==> src/hw/rtl/wsd_pkg.sv <==
// shared types and constants for the websocket frame deframer
// used by wsd_parser, wsd_skid and websocket_frame_deframer; no dependencies
package wsd_pkg;

	// stream byte, length and register widths
	localparam int unsigned ByteW  = 8;
	localparam int unsigned LimitW = 16;
	localparam int unsigned KindW  = 3;

	// size limit after reset
	localparam logic [LimitW-1:0] LimitReset = 16'hffff;

	// lead byte of a close frame (fin set, opcode close)
	localparam logic [ByteW-1:0] CloseLead = 8'h88;

	// low 7 bits of the length byte: largest direct length, and the code for a 16-bit extended length
	localparam logic [6:0] Len7Max   = 7'd125;
	localparam logic [6:0] Len7Ext16 = 7'd126;

	// header lengths for the three length forms
	localparam logic [3:0] HdrLenShort = 4'd6;
	localparam logic [3:0] HdrLenExt16 = 4'd8;
	localparam logic [3:0] HdrLenExt64 = 4'd14;

	// extended length byte counts
	localparam logic [3:0] ExtCnt16 = 4'd2;
	localparam logic [3:0] ExtCnt64 = 4'd8;
	localparam logic [3:0] ExtCntHi = 4'd4;

	// parser phase
	typedef enum logic [2:0] {
		PH_LEAD,
		PH_LEN,
		PH_EXT,
		PH_MASK,
		PH_DATA
	} phase_t;

	// result kind
	typedef enum logic [KindW-1:0] {
		K_HEADER  = 3'd0,
		K_PAYLOAD = 3'd1,
		K_EMPTY   = 3'd2,
		K_CLOSE   = 3'd3,
		K_ERROR   = 3'd4,
		K_DROP    = 3'd5
	} kind_t;

	// one result beat
	typedef struct packed {
		kind_t            kind;
		logic [ByteW-1:0] payload_byte;
		logic             last_byte;
		logic [ByteW-1:0] frame_lead;
	} res_t;

endpackage

==> src/hw/rtl/websocket_frame_deframer.sv <==
// websocket client-to-server frame deframer top level
// depends on wsd_pkg, wsd_parser and wsd_skid
//
// Takes one stream byte per beat and returns exactly one result beat for each, in order.
// A byte is taken in every clock cycle while s_tready is high; its result is registered in the
// output register, or in the skid stage while the output is stalled. s_tready is driven from a
// register and is low only while the skid stage holds a result, so the skid stage takes the
// result of a byte accepted during a stall. frame_size_limit is written through cfg_wen and
// cfg_wdata only while the block is idle; the user must keep to this, the block does not enforce it.
// After an oversize frame or a close, every further byte returns a dropped result until reset.
module websocket_frame_deframer (
	input  logic        clk,
	input  logic        arst_n,
	input  logic        cfg_wen,
	input  logic [15:0] cfg_wdata,
	input  logic        s_tvalid,
	output logic        s_tready,
	input  logic [7:0]  s_tdata,   // byte_in
	output logic        m_tvalid,
	input  logic        m_tready,
	output logic [15:0] m_tdata,   // payload_byte [7:0], frame_lead [15:8]
	output logic [2:0]  m_tuser,   // kind
	output logic        m_tlast
);

	wsd_pkg::res_t res;
	wsd_pkg::res_t out_res;
	logic          fire;

	assign fire = s_tvalid && s_tready;

	// header parser and unmasker
	wsd_parser u_parser (
		.clk       (clk),
		.arst_n    (arst_n),
		.fire      (fire),
		.byte_in   (s_tdata),
		.cfg_wen   (cfg_wen),
		.cfg_wdata (cfg_wdata),
		.res       (res)
	);

	// result register and skid stage
	wsd_skid u_skid (
		.clk       (clk),
		.arst_n    (arst_n),
		.in_valid  (s_tvalid),
		.in_ready  (s_tready),
		.in_res    (res),
		.out_valid (m_tvalid),
		.out_ready (m_tready),
		.out_res   (out_res)
	);

	// output packing
	assign m_tdata = {out_res.frame_lead, out_res.payload_byte};
	assign m_tuser = out_res.kind;
	assign m_tlast = out_res.last_byte;

endmodule

==> src/hw/rtl/wsd_parser.sv <==
// frame header parser and payload unmasker, one stream byte per beat
// depends on wsd_pkg
module wsd_parser (
	input  logic                              clk,
	input  logic                              arst_n,
	input  logic                              fire,
	input  logic [wsd_pkg::ByteW-1:0]         byte_in,
	input  logic                              cfg_wen,
	input  logic [wsd_pkg::LimitW-1:0]        cfg_wdata,
	output wsd_pkg::res_t                     res
);

	wsd_pkg::phase_t phase_q, phase_d;
	logic [7:0]  lead_q, lead_d;
	logic [3:0]  ext_cnt_q, ext_cnt_d;
	logic        hi_nz_q, hi_nz_d;
	logic [31:0] plen_q, plen_d;
	logic [3:0]  hlen_q, hlen_d;
	logic [31:0] mkey_q, mkey_d;
	logic [1:0]  midx_q, midx_d;
	logic [15:0] left_q, left_d;
	logic        stopped_q, stopped_d;
	logic [15:0] limit_q;

	logic [6:0]  len7;
	logic [16:0] total;
	logic        oversize;
	logic        mask_done;
	logic        data_last;
	logic        is_close;
	logic [3:0]  ext_cnt_dec;
	logic [7:0]  mask_byte;

	// shared conditions
	assign len7        = byte_in[6:0];
	assign total       = {1'b0, plen_q[15:0]} + {13'd0, hlen_q};
	assign oversize    = hi_nz_q || (plen_q[31:16] != 16'd0) || (total >= {1'b0, limit_q});
	assign mask_done   = (midx_q == 2'd3);
	assign data_last   = (left_q <= 16'd1);
	assign is_close    = (lead_q == wsd_pkg::CloseLead);
	assign ext_cnt_dec = ext_cnt_q - 4'd1;
	assign mask_byte   = mkey_q[(5'd31 - {midx_q, 3'b000}) -: 8];

	// next phase
	always_comb begin
		phase_d = phase_q;
		if (!stopped_q) begin
			unique case (phase_q)
				wsd_pkg::PH_LEAD: phase_d = wsd_pkg::PH_LEN;
				wsd_pkg::PH_LEN: begin
					if (len7 <= wsd_pkg::Len7Max) phase_d = wsd_pkg::PH_MASK;
					else phase_d = wsd_pkg::PH_EXT;
				end
				wsd_pkg::PH_EXT: begin
					if (ext_cnt_dec == 4'd0) phase_d = wsd_pkg::PH_MASK;
				end
				wsd_pkg::PH_MASK: begin
					if (mask_done && !oversize) begin
						if (plen_q == 32'd0) phase_d = wsd_pkg::PH_LEAD;
						else phase_d = wsd_pkg::PH_DATA;
					end
				end
				wsd_pkg::PH_DATA: begin
					if (data_last) phase_d = wsd_pkg::PH_LEAD;
				end
				default: phase_d = wsd_pkg::PH_LEAD;
			endcase
		end
	end

	// datapath register updates
	always_comb begin
		lead_d    = lead_q;
		ext_cnt_d = ext_cnt_q;
		hi_nz_d   = hi_nz_q;
		plen_d    = plen_q;
		hlen_d    = hlen_q;
		mkey_d    = mkey_q;
		midx_d    = midx_q;
		left_d    = left_q;
		stopped_d = stopped_q;
		if (!stopped_q) begin
			unique case (phase_q)
				wsd_pkg::PH_LEAD: lead_d = byte_in;
				wsd_pkg::PH_LEN: begin
					hi_nz_d = 1'b0;
					mkey_d  = 32'd0;
					midx_d  = 2'd0;
					if (len7 <= wsd_pkg::Len7Max) begin
						plen_d    = {25'd0, len7};
						hlen_d    = wsd_pkg::HdrLenShort;
						ext_cnt_d = 4'd0;
					end else if (len7 == wsd_pkg::Len7Ext16) begin
						plen_d    = 32'd0;
						hlen_d    = wsd_pkg::HdrLenExt16;
						ext_cnt_d = wsd_pkg::ExtCnt16;
					end else begin
						plen_d    = 32'd0;
						hlen_d    = wsd_pkg::HdrLenExt64;
						ext_cnt_d = wsd_pkg::ExtCnt64;
					end
				end
				wsd_pkg::PH_EXT: begin
					if (ext_cnt_q > wsd_pkg::ExtCntHi) begin
						if (byte_in != 8'd0) hi_nz_d = 1'b1;
					end else begin
						plen_d = {plen_q[23:0], byte_in};
					end
					ext_cnt_d = ext_cnt_dec;
				end
				wsd_pkg::PH_MASK: begin
					mkey_d = {mkey_q[23:0], byte_in};
					midx_d = midx_q + 2'd1;
					if (mask_done) begin
						if (oversize) stopped_d = 1'b1;
						else if (plen_q == 32'd0) begin
							if (is_close) stopped_d = 1'b1;
						end else begin
							left_d = plen_q[15:0];
						end
					end
				end
				wsd_pkg::PH_DATA: begin
					midx_d = midx_q + 2'd1;
					left_d = left_q - 16'd1;
					if (is_close && data_last) stopped_d = 1'b1;
				end
				default: ;
			endcase
		end
	end

	// result for the current beat
	always_comb begin
		res.kind         = wsd_pkg::K_HEADER;
		res.payload_byte = 8'd0;
		res.last_byte    = 1'b0;
		res.frame_lead   = lead_d;
		if (stopped_q) begin
			res.kind = wsd_pkg::K_DROP;
		end else begin
			unique case (phase_q)
				wsd_pkg::PH_MASK: begin
					if (mask_done) begin
						if (oversize) res.kind = wsd_pkg::K_ERROR;
						else if (plen_q == 32'd0) begin
							if (is_close) res.kind = wsd_pkg::K_CLOSE;
							else res.kind = wsd_pkg::K_EMPTY;
						end
					end
				end
				wsd_pkg::PH_DATA: begin
					if (is_close) begin
						if (data_last) begin
							res.kind      = wsd_pkg::K_CLOSE;
							res.last_byte = 1'b1;
						end else begin
							res.kind = wsd_pkg::K_DROP;
						end
					end else begin
						res.kind         = wsd_pkg::K_PAYLOAD;
						res.payload_byte = byte_in ^ mask_byte;
						res.last_byte    = data_last;
					end
				end
				default: ;
			endcase
		end
	end

	// state registers, updated on each accepted beat
	always_ff @(posedge clk or negedge arst_n) begin
		if (!arst_n) begin
			phase_q   <= wsd_pkg::PH_LEAD;
			lead_q    <= 8'd0;
			ext_cnt_q <= 4'd0;
			hi_nz_q   <= 1'b0;
			plen_q    <= 32'd0;
			hlen_q    <= 4'd0;
			mkey_q    <= 32'd0;
			midx_q    <= 2'd0;
			left_q    <= 16'd0;
			stopped_q <= 1'b0;
		end else if (fire) begin
			phase_q   <= phase_d;
			lead_q    <= lead_d;
			ext_cnt_q <= ext_cnt_d;
			hi_nz_q   <= hi_nz_d;
			plen_q    <= plen_d;
			hlen_q    <= hlen_d;
			mkey_q    <= mkey_d;
			midx_q    <= midx_d;
			left_q    <= left_d;
			stopped_q <= stopped_d;
		end
	end

	// size limit register
	always_ff @(posedge clk or negedge arst_n) begin
		if (!arst_n) begin
			limit_q <= wsd_pkg::LimitReset;
		end else if (cfg_wen) begin
			limit_q <= cfg_wdata;
		end
	end

endmodule

==> src/hw/rtl/wsd_skid.sv <==
// output register with skid stage for result beats
// depends on wsd_pkg
module wsd_skid (
	input  logic          clk,
	input  logic          arst_n,
	input  logic          in_valid,
	output logic          in_ready,
	input  wsd_pkg::res_t in_res,
	output logic          out_valid,
	input  logic          out_ready,
	output wsd_pkg::res_t out_res
);

	logic          out_valid_q;
	logic          skid_valid_q;
	wsd_pkg::res_t out_q;
	wsd_pkg::res_t skid_q;
	logic          in_fire;
	logic          out_free;

	assign in_ready  = !skid_valid_q;
	assign in_fire   = in_valid && in_ready;
	assign out_free  = !out_valid_q || out_ready;
	assign out_valid = out_valid_q;
	assign out_res   = out_q;

	// valid flags
	always_ff @(posedge clk or negedge arst_n) begin
		if (!arst_n) begin
			out_valid_q  <= 1'b0;
			skid_valid_q <= 1'b0;
		end else if (out_free) begin
			out_valid_q  <= skid_valid_q || in_fire;
			skid_valid_q <= 1'b0;
		end else if (in_fire) begin
			skid_valid_q <= 1'b1;
		end
	end

	// payload registers
	always_ff @(posedge clk) begin
		if (out_free) begin
			if (skid_valid_q) out_q <= skid_q;
			else if (in_fire) out_q <= in_res;
		end else if (in_fire) begin
			skid_q <= in_res;
		end
	end

endmodule
==> config.mk <==
export PLATFORM = sky130hd
export DESIGN_NAME = websocket_frame_deframer
export DESIGN_NICKNAME = d
export VERILOG_FILES = /design/src/hw/rtl/wsd_pkg.sv /design/src/hw/rtl/websocket_frame_deframer.sv /design/src/hw/rtl/wsd_parser.sv /design/src/hw/rtl/wsd_skid.sv
export SDC_FILE = /design/constraint.sdc
export NUM_CORES = 1
export LEC_CHECK = 0
export BUFFER_PORTS_ARGS = -buffer_cell sky130_fd_sc_hd__buf_2
export CAP_MARGIN = 25
export CORE_UTILIZATION = 26
export CTS_BUF_LIST = sky130_fd_sc_hd__clkbuf_4 sky130_fd_sc_hd__clkbuf_8
export DETAILED_ROUTE_END_ITERATION = 12
export GPL_ROUTABILITY_DRIVEN = 1
export PLACE_DENSITY = 0.42
export SYNTH_ARGS = -nofsm -noshare
export SYNTH_HDL_FRONTEND = slang
export SYNTH_HIERARCHICAL = 1
export SYNTH_SLANG_ARGS = --single-unit
==> constraint.sdc <==
create_clock -name clk -period 8.5 [get_ports clk]
set_clock_uncertainty 0.1 [all_clocks]
set_input_delay 0.85 -clock clk [delete_from_list [all_inputs] [get_ports clk]]
set_output_delay 0.85 -clock clk [all_outputs]
set_load 0.1 [all_outputs]
# == Word-level counts from Yosys, hierarchy flattened ==
# Index checks and enable logic that the tools add are counted.
# op_classes
addsub,5
multipliers,0
n_div,0
n_lt_le_gt_ge,4
n_eq_ne,16
n_shift,1
mux,49
n_bitwise,3
n_reduce_logical,32
# op_table
operator,count
32-bit one-hot mux with 2 select lines,2
16-bit 2-to-1 mux,3
20-bit 2-to-1 mux,2
39-bit by 6-bit indexed part select with 8-bit output,1
32-bit logical NOT,1
32-bit 2-to-1 mux,1
16-bit one-hot mux with 2 select lines,1
3-bit 2-to-1 mux,10
8-bit 2-to-1 mux,3
9-bit 2-to-1 mux,2
16-bit by 4-bit adder with 17-bit output,1
17-bit by 16-bit greater-or-equal comparator with 1-bit output,1
16-bit by 1-bit less-or-equal comparator with 1-bit output (second input constant),1
16-bit nonzero test,1
16-bit by 1-bit subtractor with 16-bit output (second input constant),1
3-bit one-hot mux with 5 select lines,1
1-bit 2-to-1 mux,14
4-bit 2-to-1 mux,3
2-bit by 1-bit inequality test with 1-bit output (second input constant),6
3-bit AND reduction,4
2-bit nonzero test,6
5-bit AND reduction,2
8-bit == test (second input constant),1
4-bit one-hot mux with 2 select lines,1
28 further kinds,41
# word_totals
ff_bits,161
latchBits,0
mem_bits_rw,0
romBits,0
input_bits,29
out_inout_bits,22
mem_count,0

# == Logic depth before layout (Yosys ltp) ==
# Gate-level depths: netlist (run 1).
# logic_depth
word_depth,9
depth_mapped,17
mapped_depth_nobuf,16

# == Hierarchy ==
# Netlist (run 1), hierarchy kept.
# modules_own_cells
mod,n_inst,cells_per_inst,area_each_um2,seq_area_each_um2
wsd_parser,1,775,6786.5,2947.8
wsd_skid,1,71,1534.0,1251.2
websocket_frame_deframer,1,1,6.3,0.0

# == Least setup slack after synthesis (run 1) ==
# OpenSTA, ideal clock, no wires.
# synth_timing
path_kind,reg-to-reg
start,register u_parser.plen_q[3]
end,"register u_skid.out_q, in the netlist u_skid/out_res[17], data pin"
arrival_time_ns,3.342
t_required_ns,8.140
path_slack_ns,4.799
path_stages_with_launch,15
path_buffers,1
cell_sequence,dfrtp_1 > ha_1 > a21oi_1 > and2_1 > clkbuf_1 > nor2_1 > and3_1 > xor2_1 > ha_1 > nand4_1 > or4_1 > o2111a_1 > and4_1 > or3_1 > mux2_2
# synth_rtl
item,line,source
start: declaration,wsd_parser.sv:17,"logic [31:0] plen_q, plen_d;"
start signal: assignment,wsd_parser.sv:189,plen_q <= plen_d;
end signal: assignment,wsd_skid.sv:43,if (skid_valid_q) out_q <= skid_q;
end signal: assignment,wsd_skid.sv:44,else if (in_fire) out_q <= in_res;
end: declaration,wsd_skid.sv:16,wsd_pkg::res_t out_q;

# == Worst setup path in the final report (run 1) ==
# layout_timing
start,register u_parser.plen_q[1]
end,register u_parser.left_q[1]
# layout_via
elab_chain_cells,5
# layout_rtl
item,line,source
16-bit by 4-bit adder with 17-bit output,wsd_parser.sv:36,"assign total = {1'b0, plen_q[15:0]} + {13'd0, hlen_q};"
17-bit by 16-bit greater-or-equal comparator with 1-bit output,wsd_parser.sv:37,"assign oversize = hi_nz_q || (plen_q[31:16] != 16'd0) || (total >= {1'b0, limit_q});"
1-bit logical OR,wsd_parser.sv:37,
2-bit inequality test (no source line),n/a,
6-bit AND reduction (no source line),n/a,
end signal: assignment,wsd_parser.sv:193,left_q <= left_d;
end: declaration,wsd_parser.sv:21,"logic [15:0] left_q, left_d;"
# Parallel ways exist; a longest one is shown, timed or not. The select of a mux whose other input is x is not followed.
# A chain may end at the register's enable or synchronous reset.

==> impl_metrics.py, run 1 <==
metrics = {
    "outcome": {
        "outcome": "finished, final reports clean",
    },
    "sta": {
        "tns_ps": 0,
        "setup_viol": 0,
        "fmax_ghz": 0.236,
        "grt_setup_unrepaired": "false",
        "period_share_pct": 49.8,
        "finalHoldViolCount": 0,
        "finalCriticalPeriod_ps": 4230,
        "worstMarginPinSlew_ps": 993,
        "drv_slew": 0,
        "relSlewSlack_pct": 33.8,
    },
    "logic_synthesis": {
        "synth_area_per_cell_um2": 9.83,
        "syn-num-nets": 901,
        "ys_warn_count": 6,
        "yosys_most_used_dff": "dfrtp_1",
        "ys_seq_area_share_pct": 50.4,
        "synth_area_um2": 8330,
        "ys_types": 72,
        "synth_seq_cells": 159,
        "synthCells": 847,
        "synth_edf_count": 40,
        "synthArstFlopShare_pct": 74.8,
    },
    "worst_setup_path": {
        "r2r-end": "u_parser/left_q[1]",
        "crit_fanout": 13,
        "worst_ep_arrival_time_ps": 4490,
        "critPathLaunchType": "flop",
        "path_class": "flop to flop",
        "r2r_start": "u_parser/plen_q[1]",
        "cp.required_ps": 8760,
        "crit_start": "u_parser/plen_q[1]",
        "reg2regPathDepth": 15,
        "end_kind": "flop",
        "slowest_stage": "a2111oi_2",
        "r2r_setup_slack_ps": 4270,
        "critPathCapture": "u_parser/left_q[1]",
        "path_cells": "ha_1 -> inv_1 -> fa_1 -> inv_1 -> a21o_1 -> nand4_1 -> xnor2_1 -> ha_1 -> nand4_1 -> nor3_1 -> a2111oi_2 -> o21ai_1 -> buf_4 -> o31ai_2 -> mux2_2",
        "cpPeakStageDelay_ps": 620,
    },
    "pwr": {
        "cellPowerDensity_nw_per_um2": 294,
        "peakVddDrop_mv": 0.0953,
        "power_w": 0.00277,
        "leakage_nw": 3.90,
    },
    "clock_tree": {
        "cts_tree": "built",
        "cts.clk_slew.worst_paths_ps": 90,
        "htree_levels": 4,
        "cts_buffer_depth": 2,
        "cts_setup_buffers": 0,
        "postCtsHoldBufs": 0,
        "cts_inserted_buffers": 17,
        "clk_latency_ps": 470,
        "cts-root-buf": "clkbuf_8",
        "cts-resized-gates": 0,
        "cts_sinks": 159,
    },
    "global_route": {
        "grtUsageMet2_pct": 21.0,
        "gr-usage-met1_pct": 20.4,
        "grt_max_degree": 66,
        "grt_overflow": 0,
        "grt_util_met3_pct": 2.48,
        "antenna_found_initial": 0,
        "grt_most_used_layer": "met2",
        "grt_pass1_wl_mm": 36.0,
        "grt_pass1_vias": 6137,
        "grt_usage_pct": 14.0,
    },
    "final_layout": {
        "fin_nets": 925,
        "final_cell_mix": "162 x nand2_1, 105 x o21ai_0, 103 x dfrtp_1, 49 x buf_2, 49 x nor2_1",
        "final_common_cell": "nand2_1",
        "final_cells": 1286,
        "antenna_cells": 0,
        "fillers": 3305,
        "syn2layout_area_growth_pct": 12.9,
        "drive_above_1_share_pct": 20.0,
    },
    "placement": {
        "placed_cells": 1254,
        "hpwl_mm": 15.1,
        "io_buffers": 50,
        "gp_congestion": 0.800,
    },
    "routing": {
        "vias_per_cell": 4.77,
        "drc": 0,
        "dr.pass1.iters": 4,
        "num_vias": 6131,
        "wl_per_cell_um": 16.9,
        "drt_iter0_markers": 430,
        "ant_nets": 0,
        "routed_wl_mm": 21.8,
    },
    "floorplanning": {
        "die-height_um": 181,
        "fp-row-count": 65,
        "core-area_um2": 31600,
        "initial_core_util_pct": 26.4,
        "io_pins": 51,
        "dieArea_um2": 32700,
        "die_w_um": 181,
    },
    "job": {
        "cap_violations": 0,
    },
    "hold_path": {
        "min_path_type": "flop to flop",
    },
}
report_power, final:
| part | leakage, nW | internal [W] | total (W) | switching [W] |
|---|---|---|---|---|
| sequential | 1.90 | 0.000977 | 0.00118 | 0.000205 |
| combinational | 1.79 | 0.000386 | 0.000982 | 0.000596 |
| clock | 0.210 | 0.000277 | 0.000603 | 0.000326 |
| total | 3.90 | 0.00164 | 0.00277 | 0.00113 |
per-layer routing:
layer  routed length, um  part of all wire, %  vias to the layer above
li1                    -                    -                     3057
met1               11100                   51                     2955
met2                9760                   45                      103
met3                 616                  2.8                       16
met4                 320                  1.5                        0
met5                   0                    0                        -
critical path, delay by kind of cell, from the launching register on:
family,cells,cell delay [ps]
and+or+nand+nor,3,360
xor gates and xnor gates,1,230
muxes,1,390
DFF,1,460
adders and majority gates,3,900
buffers and inverters,3,330
AOI/OAI and AO/OA,4,1360
cells in the mapped netlist, types with 4 or more instances:
library cell	count	area, um^2
nand2b_1	9	56.3
xnor2_1	19	166
inv_1	34	128
a21oi_1	30	150
mux4_2	8	180
or4_1	5	37.5
a31o_2	4	35.0
ha_1	24	300
and2_1	4	25.0
clkbuf_1	44	165
nor2_1	49	184
mux2_2	38	428
nand2_1	162	608
nand3_1	9	45.0
buf_2	7	35.0
dfstp_2	16	420
nor3_1	12	60.1
a21boi_0	4	30.0
o21ai_0	105	526
edfxtp_1	40	1200
nand4_1	13	81.3
xor2_1	4	35.0
dfrtp_1	103	2580
nor4_1	13	81.3
o31ai_1	14	105
final cells by class:
class	instances	area, um^2	share of cell area [%]
flip-flops and latches	159	4200	44.7
multi-input cells	599	3800	40.4
well taps	402	503	5.35
repair buffers	60	360	3.83
clock buffers	18	241	2.57
clock inverters	14	171	1.82
inverters	34	128	1.36
cells by family after synthesis:
kind of cell | Yosys count | synth area share, %
adders and majority gates | 25 | 3.85
DFF | 159 | 50.4
buffers and inverters | 89 | 4.30
and+or+nand+nor | 304 | 16.9
muxes | 47 | 7.42
xor gates and xnor gates | 23 | 2.42
AOI/OAI and AO/OA | 200 | 14.7
per-stage QoR:
stage          cell area (um^2)  worst slack (ps)  hold slack (ps)  util, %
2_1_floorplan              8330              4800              345        -
3_3_place_gp               8940              4440              359     28.3
3_5_place_dp               8990              4350              369     28.5
4_1_cts                    9400              4320              392     29.8
5_1_grt                    9400              4020              421     29.8
6_report                   9400              4270              387     29.8
how the worst min path moves through the flow:
stage                             start                  end  slack, ps  cells past startpoint
floorplan           u_parser/mkey_q[24]  u_parser/mkey_q[24]        350                      2
global placement    u_parser/mkey_q[24]  u_parser/mkey_q[24]        360                      2
detailed placement  u_parser/mkey_q[28]  u_parser/mkey_q[28]        370                      2
CTS                 u_parser/plen_q[30]  u_parser/plen_q[30]        390                      2
global route        u_parser/plen_q[24]  u_parser/plen_q[24]        420                      2
finish              u_parser/plen_q[30]  u_parser/plen_q[30]        390                      2
registers in the layout (all words and copies together), names as in the netlist:
register	count
u_parser/lead_q	8
u_skid/skid_q	20
u_parser/mkey_q	32
u_parser/plen_q	32
u_parser/hlen_q	2
u_parser/hi_nz_q	1
u_parser/stopped_q	1
u_parser/limit_q	16
u_parser/phase_q	3
u_skid/out_valid	1
u_parser/midx_q	2
u_skid/skid_valid_q	1
u_skid/out_res	20
u_parser/ext_cnt_q	4
u_parser/left_q	16
Power figures use the tool's default switching activity.
==> run 2, diff against run 1 <==
- PLACE_DENSITY: 0.42 -> 0.43
- clock period: 8.5 -> 3.5 ns (I/O delays scaled with it)
==> run 2 against run 1 <==
  * The flow now finishes with violations (setup timing)
  * Sequential share of layout area decreased by 3.9 points
  * Combinational power grew to 3.1 times the previous value
  * Sequential power increased by 130%
  * Wire length grew 3.5%
  * Largest cell class unchanged
  * Power rose to 2.6 times the previous value
  * Non-clock buffer count up 78
  * Critical path depth unchanged
  * Critical endpoint is now u_skid/out_res[17]
  * Setup slack lost 4600 ps
==> impl_metrics.py, run 2 (same netlist as run 1, synthesis figures left out) <==
metrics = {
    "outcome": {
        "outcome": "finished with violations",
        "violations": "setup timing",
    },
    "clock_tree": {
        "cts-root-buf": "clkbuf_8",
        "cts_sinks": 159,
        "clk_latency_ps": 480,
        "cts_inserted_buffers": 17,
        "cts_tree": "built",
        "cts_buffer_depth": 2,
        "cts.clk_slew.worst_paths_ps": 90,
        "htree_levels": 4,
    },
    "sta": {
        "relSlewSlack_pct": 42.5,
        "grt_setup_unrepaired": "true",
        "period_share_pct": 108,
        "drv_slew": 0,
        "finalCriticalPeriod_ps": 3790,
        "finalHoldViolCount": 0,
        "holdWs_ps": 118,
        "fmax_ghz": 0.264,
        "setup_ws_ps": -292,
        "worstMarginPinSlew_ps": 862,
        "setup_viol": 10,
    },
    "worst_setup_path": {
        "reg2regPathDepth": 15,
        "path_cells": "ha_2 -> inv_2 -> fa_2 -> inv_2 -> a21o_4 -> nor2b_4 -> nand2_2 -> xnor2_1 -> ha_1 -> nand4_1 -> or4_4 -> o2111a_2 -> and4_1 -> or3_4 -> mux2_2",
        "critPathLaunchType": "flop",
        "slowest_stage": "or4_4",
        "worst_ep_arrival_time_ps": 3920,
        "r2r-end": "u_skid/out_res[17]",
        "end_kind": "flop",
        "cp.required_ps": 3630,
        "r2r_start": "u_parser/hlen_q[2]",
        "critPathTopFamily": "simple AND/OR/NAND/NOR gates",
        "path_class": "flop to flop",
        "cp_common_cell": "inv_2",
        "r2r_setup_slack_ps": -290,
        "critPathBufInv": 2,
        "cpPeakStageDelay_ps": 550,
        "crit_fanout": 5,
    },
    "final_layout": {
        "fin_nets": 1004,
        "multi_input_area_um2": 4070,
        "regArea_um2": 4200,
        "reg.largest.list": "u_parser/mkey_q (32), u_parser/plen_q (32)",
        "final_common_cell": "nand2_1",
        "final_cells": 1365,
        "drive_above_1_share_pct": 29.0,
        "syn2layout_area_growth_pct": 23.7,
        "fillers": 3307,
        "final_cell_mix": "159 x nand2_1, 103 x dfrtp_1, 94 x o21ai_0, 63 x buf_4, 49 x buf_2",
        "antenna_cells": 0,
    },
    "floorplanning": {
        "core-area_um2": 31600,
        "initial_core_util_pct": 26.4,
        "die-height_um": 181,
        "io_pins": 51,
        "fp-row-count": 65,
        "dieArea_um2": 32700,
        "die_w_um": 181,
    },
    "pwr": {
        "peakVddDrop_mv": 0.220,
        "cellPowerDensity_nw_per_um2": 703,
        "leakage_nw": 4.31,
    },
    "placement": {
        "placed_cells": 1306,
        "gp_congestion": 0.830,
        "hpwl_mm": 15.4,
        "io_buffers": 50,
    },
    "hold_path": {
        "hp-start": "s_tdata[7]",
        "min_path_cells": 3,
        "min_path_type": "input pin to flop",
        "hold_end": "u_parser/plen_q[7]",
    },
    "routing": {
        "ant_nets": 0,
        "drt_iter0_markers": 409,
        "wl_per_cell_um": 16.5,
        "dr.pass1.iters": 4,
        "routed_wl_mm": 22.6,
        "vias_per_cell": 4.78,
        "drc": 0,
        "num_vias": 6524,
    },
    "global_route": {
        "grt_usage_pct": 14.4,
        "grt_overflow": 0,
        "grt_pass1_vias": 6637,
        "grt_pass1_wl_mm": 37.1,
        "grt_max_degree": 65,
        "antenna_found_initial": 0,
    },
    "job": {
        "cap_violations": 0,
    },
}
-- run 2: cell types whose count changed in the layout (fill, tap and decap cells not counted), sizes merged --
| cell | delta |
|---|---|
| clkinv | +2 |
| dlygate4sd3 | +18 |
| o31a | +1 |
| clkbuf | -1 |
| buf | +60 |
| clkinvlp | -1 |
-- run 2: where the power goes --
| group | total (W) | switching (W) | internal, W |
|---|---|---|---|
| Clock | 0.00144 | 0.000785 | 0.000658 |
| Sequential | 0.00272 | 0.000345 | 0.00238 |
| Combinational | 0.00307 | 0.00178 | 0.00129 |
-- run 2: metrics by stage --
stage	setup TNS [ps]	instance area [um^2]	utilization [%]	power, W	setup WS, ps
after global routing	-4670	10300	32.6	0.00776	-479
final	-1030	10300	32.6	0.00723	-292
after global placement	-3000	9370	29.7	0.00549	-319
after detailed placement	-4130	9370	29.7	0.00549	-357
after CTS	-3850	10000	31.8	0.00708	-330
after floorplan	-105	8360	-	0.00463	-105
-- run 2: cell type report --
| type | count | area share, % |
|---|---|---|
| well taps | 402 | 4.88 |
| flip-flops and latches | 159 | 40.8 |
| repair buffers | 138 | 9.67 |
| multi-input cells | 600 | 39.5 |
| clock inverters | 15 | 1.66 |
| clock buffers | 17 | 2.27 |
| inverters | 34 | 1.24 |
-- run 2: repair_timing --
item,CTS,global route
setup endpoints to repair,26,26
hold buffers,18,0
endpoints found under the hold margin,70,0
gates resized for setup,18,56
cloned,1,0
pin swaps,12,22
setup buffers,4,5
-- run 2: worst reg2reg max path, delay by kind of cell, from the launching register on --
family,cells,cell delay [ps]
xor+xnor,1,130
buf+inv,2,100
simple gates,6,1410
flops,1,400
fa+ha+maj,3,820
compound gates,2,340
mux,1,260
-- run 2: layer usage --
layer	share of wire, %	vias to the layer above	track usage (%)
met1	50	3157	20.1
met3	3.3	29	2.68
met2	45	117	22.5
met5	0	-	0
li1	-	3221	-
met4	1.6	0	4.71
-- run 2: worst max-delay path by stage --
stage,slack [ps],from,cells after the start,to
final,-290,u_parser/hlen_q[2],15,u_skid/out_res[17]
after global routing,-480,u_parser/hlen_q[2],15,u_skid/out_res[17]
after CTS,-330,u_parser/hlen_q[2],15,u_parser/left_q[11]
after detailed placement,-360,u_parser/hlen_q[2],15,u_skid/out_res[17]
after global placement,-320,u_parser/hlen_q[2],15,u_skid/out_res[17]
after floorplan,-110,u_parser/plen_q[1],15,u_skid/out_res[17]
